$ cat src/rtl/nsi_pkg.sv
// Shared types, constants and the step program of the Newmark integrator.
package nsi_pkg;

  localparam int DATA_W   = 64;
  localparam int FRAC_W   = 36;
  localparam int NUM_REGS = 8;
  localparam int REG_IDX_W = $clog2(NUM_REGS);
  localparam int PADDR_W  = REG_IDX_W + 3;
  localparam int PC_W     = 5;
  localparam int TMP_N    = 4;
  localparam int TMP_W    = $clog2(TMP_N);

  localparam logic [DATA_W-1:0] SAT_MAX = {1'b0, {(DATA_W-1){1'b1}}};
  localparam logic [DATA_W-1:0] SAT_MIN = {1'b1, {(DATA_W-1){1'b0}}};

  typedef logic [NUM_REGS-1:0][DATA_W-1:0] coef_t;

  // micro-op codes
  typedef enum logic [2:0] {
    OP_JNA,     // jump to target when advance is clear
    OP_MUL,
    OP_ADD,
    OP_SUB,
    OP_COMMIT,
    OP_DONE
  } op_t;

  // operand selects; the first eight match the register indexes
  typedef enum logic [3:0] {
    OPD_INV, OPD_DLG, OPD_VLG, OPD_ALG,
    OPD_ADG, OPD_AVG, OPD_VOAG, OPD_VNAG,
    OPD_FORCE, OPD_Y, OPD_V, OPD_A,
    OPD_T0, OPD_T1, OPD_T2, OPD_T3
  } opd_t;

  localparam logic [TMP_W-1:0] TMP_0 = 2'd0;
  localparam logic [TMP_W-1:0] TMP_1 = 2'd1;
  localparam logic [TMP_W-1:0] TMP_2 = 2'd2;
  localparam logic [TMP_W-1:0] TMP_3 = 2'd3;

  localparam logic [PC_W-1:0] PC_END = 5'd17;

  typedef struct packed {
    op_t              op;
    opd_t             src_a;
    opd_t             src_b;
    logic [TMP_W-1:0] dst;
    logic [PC_W-1:0]  target;
  } uword_t;

  typedef struct packed {
    logic             mul_start;
    logic             mul_wr;
    logic             alu_wr;
    logic             alu_sub;
    logic             commit;
    logic             out_load;
    opd_t             src_a;
    opd_t             src_b;
    logic [TMP_W-1:0] dst;
  } ctrl_t;

  // T2 = new displacement, T3 = new acceleration, T1 = new velocity at commit
  function automatic uword_t nsi_rom(input logic [PC_W-1:0] pc);
    uword_t w;
    w = '{op: OP_DONE, src_a: OPD_T0, src_b: OPD_T0, dst: TMP_0, target: '0};
    case (pc)
      5'd0:  w = '{op: OP_JNA, src_a: OPD_T0, src_b: OPD_T0, dst: TMP_0, target: PC_END};
      5'd1:  w = '{op: OP_MUL, src_a: OPD_DLG, src_b: OPD_Y, dst: TMP_0, target: '0};
      5'd2:  w = '{op: OP_ADD, src_a: OPD_FORCE, src_b: OPD_T0, dst: TMP_1, target: '0};
      5'd3:  w = '{op: OP_MUL, src_a: OPD_VLG, src_b: OPD_V, dst: TMP_0, target: '0};
      5'd4:  w = '{op: OP_ADD, src_a: OPD_T1, src_b: OPD_T0, dst: TMP_1, target: '0};
      5'd5:  w = '{op: OP_MUL, src_a: OPD_ALG, src_b: OPD_A, dst: TMP_0, target: '0};
      5'd6:  w = '{op: OP_ADD, src_a: OPD_T1, src_b: OPD_T0, dst: TMP_1, target: '0};
      5'd7:  w = '{op: OP_MUL, src_a: OPD_INV, src_b: OPD_T1, dst: TMP_2, target: '0};
      5'd8:  w = '{op: OP_SUB, src_a: OPD_T2, src_b: OPD_Y, dst: TMP_0, target: '0};
      5'd9:  w = '{op: OP_MUL, src_a: OPD_ADG, src_b: OPD_T0, dst: TMP_0, target: '0};
      5'd10: w = '{op: OP_MUL, src_a: OPD_AVG, src_b: OPD_V, dst: TMP_1, target: '0};
      5'd11: w = '{op: OP_SUB, src_a: OPD_T0, src_b: OPD_T1, dst: TMP_3, target: '0};
      5'd12: w = '{op: OP_MUL, src_a: OPD_VOAG, src_b: OPD_A, dst: TMP_0, target: '0};
      5'd13: w = '{op: OP_ADD, src_a: OPD_V, src_b: OPD_T0, dst: TMP_1, target: '0};
      5'd14: w = '{op: OP_MUL, src_a: OPD_VNAG, src_b: OPD_T3, dst: TMP_0, target: '0};
      5'd15: w = '{op: OP_ADD, src_a: OPD_T1, src_b: OPD_T0, dst: TMP_1, target: '0};
      5'd16: w = '{op: OP_COMMIT, src_a: OPD_T0, src_b: OPD_T0, dst: TMP_0, target: '0};
      default: w = '{op: OP_DONE, src_a: OPD_T0, src_b: OPD_T0, dst: TMP_0, target: '0};
    endcase
    return w;
  endfunction

endpackage

$ cat src/rtl/nsi_mul.sv
// Multi-cycle Q28.36 multiplier: one 32x32 partial product per cycle, round and saturate.
module nsi_mul (
  input  logic                              clk,
  input  logic                              rst_n,
  input  logic                              start,
  input  logic signed [nsi_pkg::DATA_W-1:0] op_a,
  input  logic signed [nsi_pkg::DATA_W-1:0] op_b,
  output logic                              busy,
  output logic                              done,
  output logic signed [nsi_pkg::DATA_W-1:0] result
);

  localparam int HALF_W = nsi_pkg::DATA_W / 2;
  localparam int ACC_W  = 2 * nsi_pkg::DATA_W;

  typedef enum logic [1:0] {S_IDLE, S_ACC, S_RND} mstate_t;

  mstate_t                    state_r;
  logic [1:0]                 step_r;
  logic [nsi_pkg::DATA_W-1:0] mag_a_r, mag_b_r;
  logic                       neg_r;
  logic [ACC_W-1:0]           acc_r;
  logic signed [nsi_pkg::DATA_W-1:0] res_r;
  logic                       done_r;

  logic [HALF_W-1:0]          half_a, half_b;
  logic [2*HALF_W-1:0]        pp;
  logic [ACC_W-1:0]           pp_shift;
  logic [nsi_pkg::DATA_W-1:0] mag;
  logic [nsi_pkg::DATA_W-1:0] sat_val;

  function automatic logic [nsi_pkg::DATA_W-1:0] abs_u(input logic [nsi_pkg::DATA_W-1:0] v);
    return v[nsi_pkg::DATA_W-1] ? (~v + 1'b1) : v;
  endfunction

  assign half_a = step_r[1] ? mag_a_r[nsi_pkg::DATA_W-1:HALF_W] : mag_a_r[HALF_W-1:0];
  assign half_b = step_r[0] ? mag_b_r[nsi_pkg::DATA_W-1:HALF_W] : mag_b_r[HALF_W-1:0];
  assign pp     = half_a * half_b;

  always_comb begin
    case (step_r)
      2'd0:    pp_shift = {{(ACC_W-2*HALF_W){1'b0}}, pp};
      2'd3:    pp_shift = {pp, {(2*HALF_W){1'b0}}};
      default: pp_shift = {{HALF_W{1'b0}}, pp, {HALF_W{1'b0}}};
    endcase
  end

  // the rounding half was preloaded into the accumulator
  assign mag = acc_r[nsi_pkg::FRAC_W +: nsi_pkg::DATA_W];

  always_comb begin
    if (|acc_r[ACC_W-1:nsi_pkg::FRAC_W+nsi_pkg::DATA_W]) begin
      sat_val = neg_r ? nsi_pkg::SAT_MIN : nsi_pkg::SAT_MAX;
    end else if (!neg_r) begin
      sat_val = mag[nsi_pkg::DATA_W-1] ? nsi_pkg::SAT_MAX : mag;
    end else if (mag[nsi_pkg::DATA_W-1] && |mag[nsi_pkg::DATA_W-2:0]) begin
      sat_val = nsi_pkg::SAT_MIN;
    end else begin
      sat_val = ~mag + 1'b1;
    end
  end

  always_ff @(posedge clk) begin
    if (!rst_n) begin
      state_r <= S_IDLE;
      step_r  <= '0;
      done_r  <= 1'b0;
    end else begin
      done_r <= 1'b0;
      case (state_r)
        S_IDLE: begin
          if (start) begin
            mag_a_r <= abs_u(op_a);
            mag_b_r <= abs_u(op_b);
            neg_r   <= op_a[nsi_pkg::DATA_W-1] ^ op_b[nsi_pkg::DATA_W-1];
            acc_r   <= ACC_W'(1) << (nsi_pkg::FRAC_W - 1);
            step_r  <= '0;
            state_r <= S_ACC;
          end
        end
        S_ACC: begin
          acc_r  <= acc_r + pp_shift;
          step_r <= step_r + 1'b1;
          if (step_r == 2'd3) begin
            state_r <= S_RND;
          end
        end
        S_RND: begin
          res_r   <= sat_val;
          done_r  <= 1'b1;
          state_r <= S_IDLE;
        end
        default: state_r <= S_IDLE;
      endcase
    end
  end

  assign busy   = (state_r != S_IDLE);
  assign done   = done_r;
  assign result = res_r;

endmodule

$ cat config.mk
export PLATFORM = sky130hd
export DESIGN_NAME = nsi_mul
export DESIGN_NICKNAME = d
export VERILOG_FILES = /design/src/rtl/nsi_pkg.sv /design/src/rtl/nsi_mul.sv
export SDC_FILE = /design/constraint.sdc
export NUM_CORES = 2
export LEC_CHECK = 0
export BUFFER_PORTS_ARGS = -buffer_cell sky130_fd_sc_hd__buf_2
export CORE_MARGIN = 1
export CORE_UTILIZATION = 60
export DETAILED_ROUTE_END_ITERATION = 7
export MAX_ROUTING_LAYER = met4
export PLACE_DENSITY = 0.77
export RECOVER_POWER = 25
export SLEW_MARGIN = 10
export SYNTH_ARGS = -nofsm -noshare
export SYNTH_HDL_FRONTEND = slang
export SYNTH_SLANG_ARGS = --single-unit
$ cat constraint.sdc
create_clock -name clk -period 13 [get_ports clk]
set_input_delay 1.3 -clock clk [delete_from_list [all_inputs] [get_ports clk]]
set_output_delay 1.3 -clock clk [all_outputs]
set_load 0.1 [all_outputs]
==> reports/summary.txt <==
initial core utilization: 60.7%
Worst setup SP type: flop
I/O pin count: 197
clock latency on the worst-skew pair: 0.68 ns
DRT Wirelength: 201000 um
Final Cycle Share: 99.1%
Num CTS Buffers: 41
Max Cap Viol: 5
R2R depth: 41
syn_nets: 7986
CP Capture Type: flop
WL/cell: 25.3 um
YS warnings: 0
nets: 8074
setup tns final: 0 ns
most used cell, CP: fa_1
Worst-path clk slew: 0.06 ns
violations in the final reports: max-capacitance violations, max-slew violations
Pre-antenna DRT Iters: 6
Syn Area/Cell: 8.82 sq um
Post-DP HPWL: 162000 um
final hold vios: 0
DRC: 0
Post-synth EDFFs: 321
Final setup viols: 0
Root Driver: clkbuf_16
worst stage delay on the critical path: 0.89 ns
largest fanout on the critical path: 20
Clock Skew: 0.0663 ns
area delta synth->final: 7.68%
chip height: 313 um
R2R Path Start: step_r[1]
number of DRC markers in iteration 0: 6764
GR Util All Layers: 42.5%
post-route ant nets: 0
Post-synth ARST share: 0%
IO Port Bufs: 196
r2r endpoint: acc_r[112]
pin count of the biggest net entering global routing: 84
share of cells above drive strength 1: 8.36%
global-route wire length before repair: 302000 um
CTS tree: done
Die Wd: 313 um
sequential area share after synthesis: 16.8%
vias per inst: 6.35
Remaining Overflow, GRT: 0
Die ar.: 0.0977 sq mm
worst setup path end: acc_r[112]
Synth Cell Area: 0.0579 sq mm
Gate Count Post-Synth: 6556
core box area: 0.0953 sq mm
hold-fix buffer count after cts: 0
Max-slew headroom: -124%
Max Transition Viols Final: 256
CP Data Required Time: 13.39 ns
FF-to-FF setup slack: 0.11 ns
Crit Path Category: flop to flop
count of cell types in the netlist: 81
via count of the first global-routing pass: 49.5k
CP max-delay cell: fa_1
clk sink count: 326
min Tclk post-route: 12.89 ns
fmax: 0.0776 GHz
status: complete, but fails checks
Synth Register Bits: 326
initial antenna violation count: 8
Slew @ Worst Pin: 3.36 ns
H-tree Lvls: 2
RSZ-0062 raised after global routing: no
WP data arrival: 13.27 ns
Routability Congestion: 1.07
final hold slack: 0.581 ns
Hold Crit Class: flop to flop
Rows: 113
Vias: 50.5k
Critical Path Start: step_r[1]
Top FF cell, synth: edfxtp_1
Finished Core Util: 65.4%
clk buf depth: 3
## logic make-up after synthesis
kind of cell	count (synthesis)	synth area share [%]
muxes	129	2.37
buffers and inverters	1263	8.22
AOI/OAI and AO/OA	1108	12.2
and+or+nand+nor	2135	16.2
DFF	326	16.8
xor gates and xnor gates	296	4.48
adders and majority gates	1299	39.7
## metal layers
layer	vias up	track usage [%]	wire length (um)
met4	0	18.8	11200
met3	724	12.7	28600
met2	3430	59.8	84600
met1	24700	56.8	77100
li1	21600	-	-
met5	-	-	0
## state kept, by name, indices dropped and copies added, names as in the netlist
register,flops
mag_b_r,64
result,64
done,1
neg_r,1
step_r,2
mag_a_r,64
acc_r,128
state_r,2
## what timing repair did
| item | CTS | global route |
|---|---|---|
| resized for setup | 1 | 9 |
| setup buffers | 0 | 2 |
| setup endpoints to repair | 1 | 25 |
| pin swaps | 0 | 1 |
## critical path, delay by kind of cell (launching register included)
family	cells	cell delay [ns]
mux	1	0.87
flops	1	0.66
compound gates	15	4.08
xor+xnor	1	0.23
fa+ha+maj	10	4.63
simple gates	6	0.78
buf+inv	8	1.32
## area by class of cell
cell class / instances / area [sq um]
Multi-Input combinational cell: 4967 / 43600
Fill cell: 7934 / 33000
Sequential cell: 326 / 9750
Inverter: 941 / 3530
Timing Repair Buffer: 367 / 2300
Tap cell: 1265 / 1580
Clock buffer: 42 / 1030
Clock inverter: 34 / 459
Antenna cell: 10 / 25.0
## worst min-delay path by stage
stage	from	to	slack, ns	cells after the start
after floorplan	state_r[1]	done	0.52	1
after global placement	state_r[1]	done	0.56	1
after detailed placement	state_r[1]	done	0.57	1
after CTS	state_r[0]	done	0.58	1
after global routing	state_r[0]	done	0.61	1
final	state_r[1]	done	0.58	1
## cell usage in the layout, fill, tap and decap left out, types with 40 or more instances in the layout
master and instances:
nand4_1 78, nand2_1 687, xnor2_1 228, xor2_1 66, o21bai_1 59, nor2_1 916
buf_4 164, nor3_1 76, mux2_2 50, o21ai_0 222, a21o_1 107, and2_1 78
or3_1 53, fa_1 897, o31ai_1 60, clkbuf_16 41, inv_1 938, o21a_1 40
buf_2 162, a22o_1 55, ha_1 401, edfxtp_1 321, nand3_1 58, a21oi_1 356
## synth_stat cells (all sizes together) (6+ instances only)
cell | instances | area share [%]
inv | 940 | 6.1
xnor2 | 229 | 3.5
edfxtp | 321 | 17
nand2 | 688 | 4.5
nor4 | 22 | 0.24
xor2 | 67 | 1.0
a31oi | 28 | 0.30
a2111oi | 6 | 0.091
mux2i | 66 | 1.1
nor3 | 76 | 0.66
a2bb2oi | 10 | 0.15
a41oi | 8 | 0.12
o31ai | 62 | 0.82
o31a | 9 | 0.14
nand2b | 24 | 0.27
and4 | 16 | 0.24
nor2 | 916 | 5.9
and3 | 12 | 0.13
clkbuf | 309 | 2.0
o21a | 40 | 0.52
a21o | 107 | 1.4
ha | 402 | 8.7
o22a | 15 | 0.23
nand4 | 78 | 0.84
nor2b | 25 | 0.27
and2 | 78 | 0.84
or3 | 54 | 0.59
nand3 | 58 | 0.50
o211ai | 12 | 0.16
or4 | 38 | 0.53
o41ai | 19 | 0.32
a22o | 55 | 0.83
mux2 | 63 | 1.2
o21bai | 59 | 0.77
a21oi | 357 | 3.1
or2 | 27 | 0.29
o21ai | 224 | 1.9
a21boi | 19 | 0.25
fa | 897 | 31
buf | 13 | 0.11
a211oi | 15 | 0.19
o22ai | 20 | 0.22
## stage by stage
stage,std cells,area (sq um),setup slack (ns)
2_1_floorplan,6556,57900,1.74
3_3_place_gp,7864,60700,0.141
3_5_place_dp,7864,60700,0.0226
4_1_cts,7940,62200,0.0451
5_1_grt,7948,62300,0.00858
6_report,7952,62300,0.114
Power is left out: the tool's default activity adds up to more than one toggle a clock period on the data nets, which glitch-free logic cannot reach.
