`config.mk`:
```
export PLATFORM = sky130hd
export DESIGN_NAME = nsi_dp
export DESIGN_NICKNAME = d
export VERILOG_FILES = /design/src/rtl/nsi_pkg.sv /design/src/rtl/nsi_dp.sv
export SDC_FILE = /design/constraint.sdc
export NUM_CORES = 2
export LEC_CHECK = 0
export ABC_CLOCK_PERIOD_IN_PS = 7700
export BUFFER_PORTS_ARGS = -buffer_cell sky130_fd_sc_hd__buf_2
export CAP_MARGIN = 20
export CORE_AREA = 2 2 384 386
export CTS_BUF_LIST = sky130_fd_sc_hd__clkbuf_16
export DETAILED_ROUTE_END_ITERATION = 12
export DIE_AREA = 0 0 386 388
export GPL_TIMING_DRIVEN = 0
export PLACE_DENSITY_LB_ADDON = 0.2
export SYNTH_ARGS = -nofsm -noshare
export SYNTH_HDL_FRONTEND = slang
export SYNTH_SLANG_ARGS = --single-unit
```
`constraint.sdc`:
```
create_clock -name clk -period 7.7 [get_ports clk]
set_input_delay 0.385 -clock clk [delete_from_list [all_inputs] [get_ports clk]]
set_output_delay 0.385 -clock clk [all_outputs]
set_load 0.01 [all_outputs]
```
`src/rtl/nsi_pkg.sv`:
```
// Shared types, constants and the step program of the Newmark integrator.
package nsi_pkg;

  localparam int DATA_W   = 64;
  localparam int FRAC_W   = 36;
  localparam int NUM_REGS = 8;
  localparam int REG_IDX_W = $clog2(NUM_REGS);
  localparam int PADDR_W  = REG_IDX_W + 3;
  localparam int PC_W     = 5;
  localparam int TMP_N    = 4;
  localparam int TMP_W    = $clog2(TMP_N);

  localparam logic [DATA_W-1:0] SAT_MAX = {1'b0, {(DATA_W-1){1'b1}}};
  localparam logic [DATA_W-1:0] SAT_MIN = {1'b1, {(DATA_W-1){1'b0}}};

  typedef logic [NUM_REGS-1:0][DATA_W-1:0] coef_t;

  // micro-op codes
  typedef enum logic [2:0] {
    OP_JNA,     // jump to target when advance is clear
    OP_MUL,
    OP_ADD,
    OP_SUB,
    OP_COMMIT,
    OP_DONE
  } op_t;

  // operand selects; the first eight match the register indexes
  typedef enum logic [3:0] {
    OPD_INV, OPD_DLG, OPD_VLG, OPD_ALG,
    OPD_ADG, OPD_AVG, OPD_VOAG, OPD_VNAG,
    OPD_FORCE, OPD_Y, OPD_V, OPD_A,
    OPD_T0, OPD_T1, OPD_T2, OPD_T3
  } opd_t;

  localparam logic [TMP_W-1:0] TMP_0 = 2'd0;
  localparam logic [TMP_W-1:0] TMP_1 = 2'd1;
  localparam logic [TMP_W-1:0] TMP_2 = 2'd2;
  localparam logic [TMP_W-1:0] TMP_3 = 2'd3;

  localparam logic [PC_W-1:0] PC_END = 5'd17;

  typedef struct packed {
    op_t              op;
    opd_t             src_a;
    opd_t             src_b;
    logic [TMP_W-1:0] dst;
    logic [PC_W-1:0]  target;
  } uword_t;

  typedef struct packed {
    logic             mul_start;
    logic             mul_wr;
    logic             alu_wr;
    logic             alu_sub;
    logic             commit;
    logic             out_load;
    opd_t             src_a;
    opd_t             src_b;
    logic [TMP_W-1:0] dst;
  } ctrl_t;

  // T2 = new displacement, T3 = new acceleration, T1 = new velocity at commit
  function automatic uword_t nsi_rom(input logic [PC_W-1:0] pc);
    uword_t w;
    w = '{op: OP_DONE, src_a: OPD_T0, src_b: OPD_T0, dst: TMP_0, target: '0};
    case (pc)
      5'd0:  w = '{op: OP_JNA, src_a: OPD_T0, src_b: OPD_T0, dst: TMP_0, target: PC_END};
      5'd1:  w = '{op: OP_MUL, src_a: OPD_DLG, src_b: OPD_Y, dst: TMP_0, target: '0};
      5'd2:  w = '{op: OP_ADD, src_a: OPD_FORCE, src_b: OPD_T0, dst: TMP_1, target: '0};
      5'd3:  w = '{op: OP_MUL, src_a: OPD_VLG, src_b: OPD_V, dst: TMP_0, target: '0};
      5'd4:  w = '{op: OP_ADD, src_a: OPD_T1, src_b: OPD_T0, dst: TMP_1, target: '0};
      5'd5:  w = '{op: OP_MUL, src_a: OPD_ALG, src_b: OPD_A, dst: TMP_0, target: '0};
      5'd6:  w = '{op: OP_ADD, src_a: OPD_T1, src_b: OPD_T0, dst: TMP_1, target: '0};
      5'd7:  w = '{op: OP_MUL, src_a: OPD_INV, src_b: OPD_T1, dst: TMP_2, target: '0};
      5'd8:  w = '{op: OP_SUB, src_a: OPD_T2, src_b: OPD_Y, dst: TMP_0, target: '0};
      5'd9:  w = '{op: OP_MUL, src_a: OPD_ADG, src_b: OPD_T0, dst: TMP_0, target: '0};
      5'd10: w = '{op: OP_MUL, src_a: OPD_AVG, src_b: OPD_V, dst: TMP_1, target: '0};
      5'd11: w = '{op: OP_SUB, src_a: OPD_T0, src_b: OPD_T1, dst: TMP_3, target: '0};
      5'd12: w = '{op: OP_MUL, src_a: OPD_VOAG, src_b: OPD_A, dst: TMP_0, target: '0};
      5'd13: w = '{op: OP_ADD, src_a: OPD_V, src_b: OPD_T0, dst: TMP_1, target: '0};
      5'd14: w = '{op: OP_MUL, src_a: OPD_VNAG, src_b: OPD_T3, dst: TMP_0, target: '0};
      5'd15: w = '{op: OP_ADD, src_a: OPD_T1, src_b: OPD_T0, dst: TMP_1, target: '0};
      5'd16: w = '{op: OP_COMMIT, src_a: OPD_T0, src_b: OPD_T0, dst: TMP_0, target: '0};
      default: w = '{op: OP_DONE, src_a: OPD_T0, src_b: OPD_T0, dst: TMP_0, target: '0};
    endcase
    return w;
  endfunction

endpackage

```
`src/rtl/nsi_dp.sv`:
```
// Datapath: oscillator state, scratch registers, saturating adder and result register.
module nsi_dp (
  input  logic                              clk,
  input  logic                              rst_n,
  input  logic                              in_xfer,
  input  logic signed [nsi_pkg::DATA_W-1:0] in_force,
  input  nsi_pkg::coef_t                    coef,
  input  nsi_pkg::ctrl_t                    ctrl,
  input  logic signed [nsi_pkg::DATA_W-1:0] mul_res,
  output logic signed [nsi_pkg::DATA_W-1:0] opnd_a,
  output logic signed [nsi_pkg::DATA_W-1:0] opnd_b,
  output logic signed [nsi_pkg::DATA_W-1:0] disp_out,
  output logic signed [nsi_pkg::DATA_W-1:0] vel_out,
  output logic signed [nsi_pkg::DATA_W-1:0] acc_out
);

  localparam int W = nsi_pkg::DATA_W;

  logic [W-1:0] force_r;
  logic [W-1:0] y_r, v_r, a_r;
  logic [W-1:0] tmp_r [nsi_pkg::TMP_N];
  logic [W-1:0] dout_r, vout_r, aout_r;
  logic [W-1:0] b_eff;
  logic [W-1:0] sum;
  logic         ovf;
  logic [W-1:0] alu_res;

  function automatic logic [W-1:0] pick(input nsi_pkg::opd_t s);
    logic [W-1:0] r;
    case (s)
      nsi_pkg::OPD_FORCE: r = force_r;
      nsi_pkg::OPD_Y:     r = y_r;
      nsi_pkg::OPD_V:     r = v_r;
      nsi_pkg::OPD_A:     r = a_r;
      nsi_pkg::OPD_T0:    r = tmp_r[0];
      nsi_pkg::OPD_T1:    r = tmp_r[1];
      nsi_pkg::OPD_T2:    r = tmp_r[2];
      nsi_pkg::OPD_T3:    r = tmp_r[3];
      default:            r = coef[s[nsi_pkg::REG_IDX_W-1:0]];
    endcase
    return r;
  endfunction

  assign opnd_a = pick(ctrl.src_a);
  assign opnd_b = pick(ctrl.src_b);

  // subtract as add of the complement plus one; overflow from operand signs
  assign b_eff = ctrl.alu_sub ? ~opnd_b : opnd_b;
  assign sum   = opnd_a + b_eff + W'(ctrl.alu_sub);
  assign ovf   = (opnd_a[W-1] == b_eff[W-1]) && (sum[W-1] != opnd_a[W-1]);
  assign alu_res = ovf ? (opnd_a[W-1] ? nsi_pkg::SAT_MIN : nsi_pkg::SAT_MAX) : sum;

  always_ff @(posedge clk) begin
    if (in_xfer) begin
      force_r <= in_force;
    end
    if (ctrl.alu_wr) begin
      tmp_r[ctrl.dst] <= alu_res;
    end else if (ctrl.mul_wr) begin
      tmp_r[ctrl.dst] <= mul_res;
    end
    if (ctrl.out_load) begin
      dout_r <= y_r;
      vout_r <= v_r;
      aout_r <= a_r;
    end
  end

  always_ff @(posedge clk) begin
    if (!rst_n) begin
      y_r <= '0;
      v_r <= '0;
      a_r <= '0;
    end else if (ctrl.commit) begin
      y_r <= tmp_r[2];
      v_r <= tmp_r[1];
      a_r <= tmp_r[3];
    end
  end

  assign disp_out = dout_r;
  assign vel_out  = vout_r;
  assign acc_out  = aout_r;

endmodule

```
==> results.json <==
{
  "rows": 140,
  "ys_warn_count": 0,
  "crit_path_frequent_cell": "clkbuf_2",
  "drtPass1Iterations": 7,
  "port-buffer-count": 970,
  "drt-vias-per-instance": 6.37,
  "worstPathArrival_ns": 8.19,
  "regArea_sq_mm": 0.0192,
  "cts_root_buf": "clkbuf_16",
  "cts_made_buffers": 82,
  "path_clk_slew_ns": 0.07,
  "rrSetupSlack_ns": 1.93,
  "grt_usage_pct": 38.3,
  "synth_seq_cells": 704,
  "period_share_pct": 101,
  "initial_utilization_pct": 28.6,
  "worst_pin_slew_ns": 1.36,
  "violations": "setup timing",
  "synth_ff_type": "edfxtp_1",
  "antenna_found_initial": 83,
  "synth_top_cell_by_area": "edfxtp_1",
  "r2r_end": "tmp_r[2][56]",
  "netlist_top_cells_count": "edfxtp_1 (512), mux2i_1 (332), mux4_2 (255)",
  "drive_gt1_share_pct": 35.4,
  "drv_cap": 0,
  "cp_top_family": "buffers and inverters",
  "crit_type": "in2reg",
  "die_x_microns": 386,
  "r2r_start": "v_r[0]",
  "clock-sinks": 704,
  "avgSynthCellArea_sq_um": 12.7,
  "synth_top_area_share_pct": 37.1,
  "cp_cell_sequence": "buf_2 -> clkbuf_2 -> nand2_1 -> nor2_2 -> clkbuf_2 -> clkbuf_2 -> a22oi_1 -> o2111ai_1 -> ha_1 -> clkbuf_1 -> a21o_1 -> a21o_1 -> a21oi_1 -> o21ai_0 -> a21boi_0 -> a211oi_2 -> o211ai_2 -> and3_4 -> o21a_1 -> buf_1 -> a21oi_1",
  "grt_max_degree": 100,
  "critPathLaunch": "ctrl[9]",
  "holdWs_ns": 0.0671,
  "cp_slowest_cell": "clkbuf_2",
  "wire_per_inst_microns": 45.5,
  "min_to": "tmp_r[3][61]",
  "cp_slowest_stage_delay_ns": 0.87,
  "ant_nets": 0,
  "crit_buf_inv": 6,
  "rsz0062_at_grt": "false",
  "setup_tns_ns": -1.80,
  "via_count": 41480,
  "cp_max_fo": 10,
  "drc": 0,
  "setup_viol": 49,
  "place_area_sq_mm": 0.0504,
  "fp.coreArea_sq_mm": 0.145,
  "htreeDepth": 3,
  "grt_pass1_vias": 39838,
  "p_per_area_mw_per_mm2": 248,
  "fmax_ghz": 0.128,
  "leakage_uw": 0.0213,
  "slew_headroom_pct": 9.29,
  "start_kind": "input pin",
  "synthCells": 3267,
  "holdCritPathClass": "in2reg",
  "yosysMostFrequentCell": "edfxtp_1",
  "globalplace.congestion": 1.01,
  "synthTopCellsByArea": "edfxtp_1 (37%), mux4_2 (14%), dfxtp_1 (9.3%), mux2i_1 (8.0%), a22oi_1 (4.6%)",
  "clk_path_buf_depth": 3,
  "ys_seq_area_share_pct": 46.3,
  "grt_pass1_wl_mm": 377,
  "status": "complete, but fails checks",
  "worstSkewPairLatency_ns": 0.73,
  "critPathCaptureType": "register",
  "cts_tree": "done",
  "skew_ns": 0.0418,
  "nets": 5206,
  "ios": 979,
  "synth_edf_count": 512,
  "ir_worst_vdd_mv": 0.172,
  "yosysUniqueCellTypes": 77,
  "fillers": 14420,
  "dp_hpwl_mm": 231,
  "synth.cell_area_sq_mm": 0.0415,
  "drt-initial-drc-count": 6191,
  "detail_route.wirelength_mm": 296,
  "setup_slack_ns": -0.111,
  "r2r_cells": 18,
  "hold_path_depth": 3,
  "grt-ovfl-total": 0,
  "die_h_microns": 388,
  "worstHoldStart": "mul_res[61]",
  "multiInputGateArea_sq_mm": 0.0212,
  "hold_viol": 0,
  "die_area_sq_mm": 0.150,
  "final_cell_area_sq_mm": 0.0541,
  "async_reset_ff_share_pct": 0,
  "period_needed_ns": 7.81,
  "area_delta_synth_final_pct": 30.4,
  "cp.required_ns": 8.08,
  "syn_nets": 3989,
  "final_max_slew_viol_count": 0
}
-- layout by cell type (no fill, tap or decap), types with 21 or more instances in the layout --
master,synthesis,layout
nand2_1,136,136
a21oi_1,111,111
a21o_1,38,38
clkbuf_16,0,86
a221oi_1,128,128
buf_2,9,990
inv_1,23,44
ha_1,62,62
mux4_2,255,255
o2111ai_1,125,125
mux2i_1,332,325
nor2_1,93,85
a22o_1,125,125
dlygate4sd3_1,0,64
xor2_1,83,83
clkbuf_1,212,129
o21ai_0,45,45
diode_2,0,44
nand3_1,22,21
buf_1,64,44
buf_6,2,31
edfxtp_1,512,512
a22oi_1,252,252
xnor2_1,34,34
clkbuf_2,0,71
nor2b_1,199,199
dfxtp_1,192,192
buf_8,1,50
-- power breakdown --
part / switching (uW) / total (uW) / internal, uW
Sequential: 373 / 5080 / 4710
Clock: 1710 / 4060 / 2350
Combinational: 2800 / 4270 / 1470
Total: 4880 / 13400 / 8530
-- sequential cells by signal, summed over array words and instances (netlist names) --
register  cells
vel_out      64
v_r          64
force_r      64
y_r          64
acc_out      64
disp_out     64
a_r          64
tmp_r       256
-- metrics by stage --
stage | utilization [%] | power, uW | worst slack (ns) | cells
6_report | 37.2 | 13400 | -0.111 | 6512
5_1_grt | 37.2 | 13700 | 0.0108 | 6485
4_1_cts | 37.1 | 13300 | 0.0992 | 6465
3_5_place_dp | 34.7 | 9210 | -2.17 | 6248
3_3_place_gp | 33.6 | 9180 | -5.49 | 6154
2_1_floorplan | - | 7190 | 1.60 | 3267
-- layout make-up --
class,instances,share of cell area (%)
multi-input combinational,2252,39.2
sequential,704,35.5
timing repair buffer,1135,13.1
tap,1917,4.43
clock buffer,86,3.98
buffer,286,2.40
clock inverter,65,1.03
antenna,44,0.204
inverter,23,0.160
-- per-layer routing --
metal  global-route usage [%]  share of wire, %
met3                     13.8                11
met1                     42.9                35
met2                     60.5                45
met5                        0              0.14
met4                     26.1               8.5
-- kinds of logic (layout without fill, tap and decap cells) --
logic type	after synthesis	count (layout)	synth area share (%)
other	0	44	0
buffers and inverters	311	1595	2.91
AOI/OAI and AO/OA	932	932	17.5
adders and majority gates	63	63	1.92
muxes	589	589	21.9
DFF	704	704	46.3
and+or+nand+nor	551	551	6.92
xor gates and xnor gates	117	117	2.47
-- worst max path at each step --
stage                         to  slack [ns]  cells after the start
finish              tmp_r[0][17]       -0.11                     21
global route        tmp_r[2][53]        0.01                     20
CTS                 tmp_r[0][17]         0.1                     25
detailed placement  tmp_r[2][31]       -2.17                     21
global placement    tmp_r[0][31]       -5.49                     24
floorplan           tmp_r[0][62]        1.60                     22
-- worst register-to-register path, stage by stage, from the launching register on --
cell       delay, ns
dfxtp_1         0.42
mux4_2          0.29
mux2i_1         0.07
mux2i_1         0.27
nand3_1         0.50
nand2_1         0.34
inv_1           0.12
fa_1            0.44
nor2b_1         0.19
o2111ai_1       0.13
nand2b_1        0.17
a21o_1          0.30
a21oi_1         0.30
a2bb2oi_2       0.26
a211oi_1        0.90
o211a_1         0.24
o21ai_0         0.07
nand4_1         0.20
nand3_1         0.22
-- repair_timing --
action                                  4_1_cts  5_1_grt
setup buffers                                 3        0
endpoints found under the setup margin      256      178
hold buffers                                 64        0
pin swaps                                     2        0
endpoints found under the hold margin        64        0
resized for setup                            34       18
(Power assumes the default switching activity.)
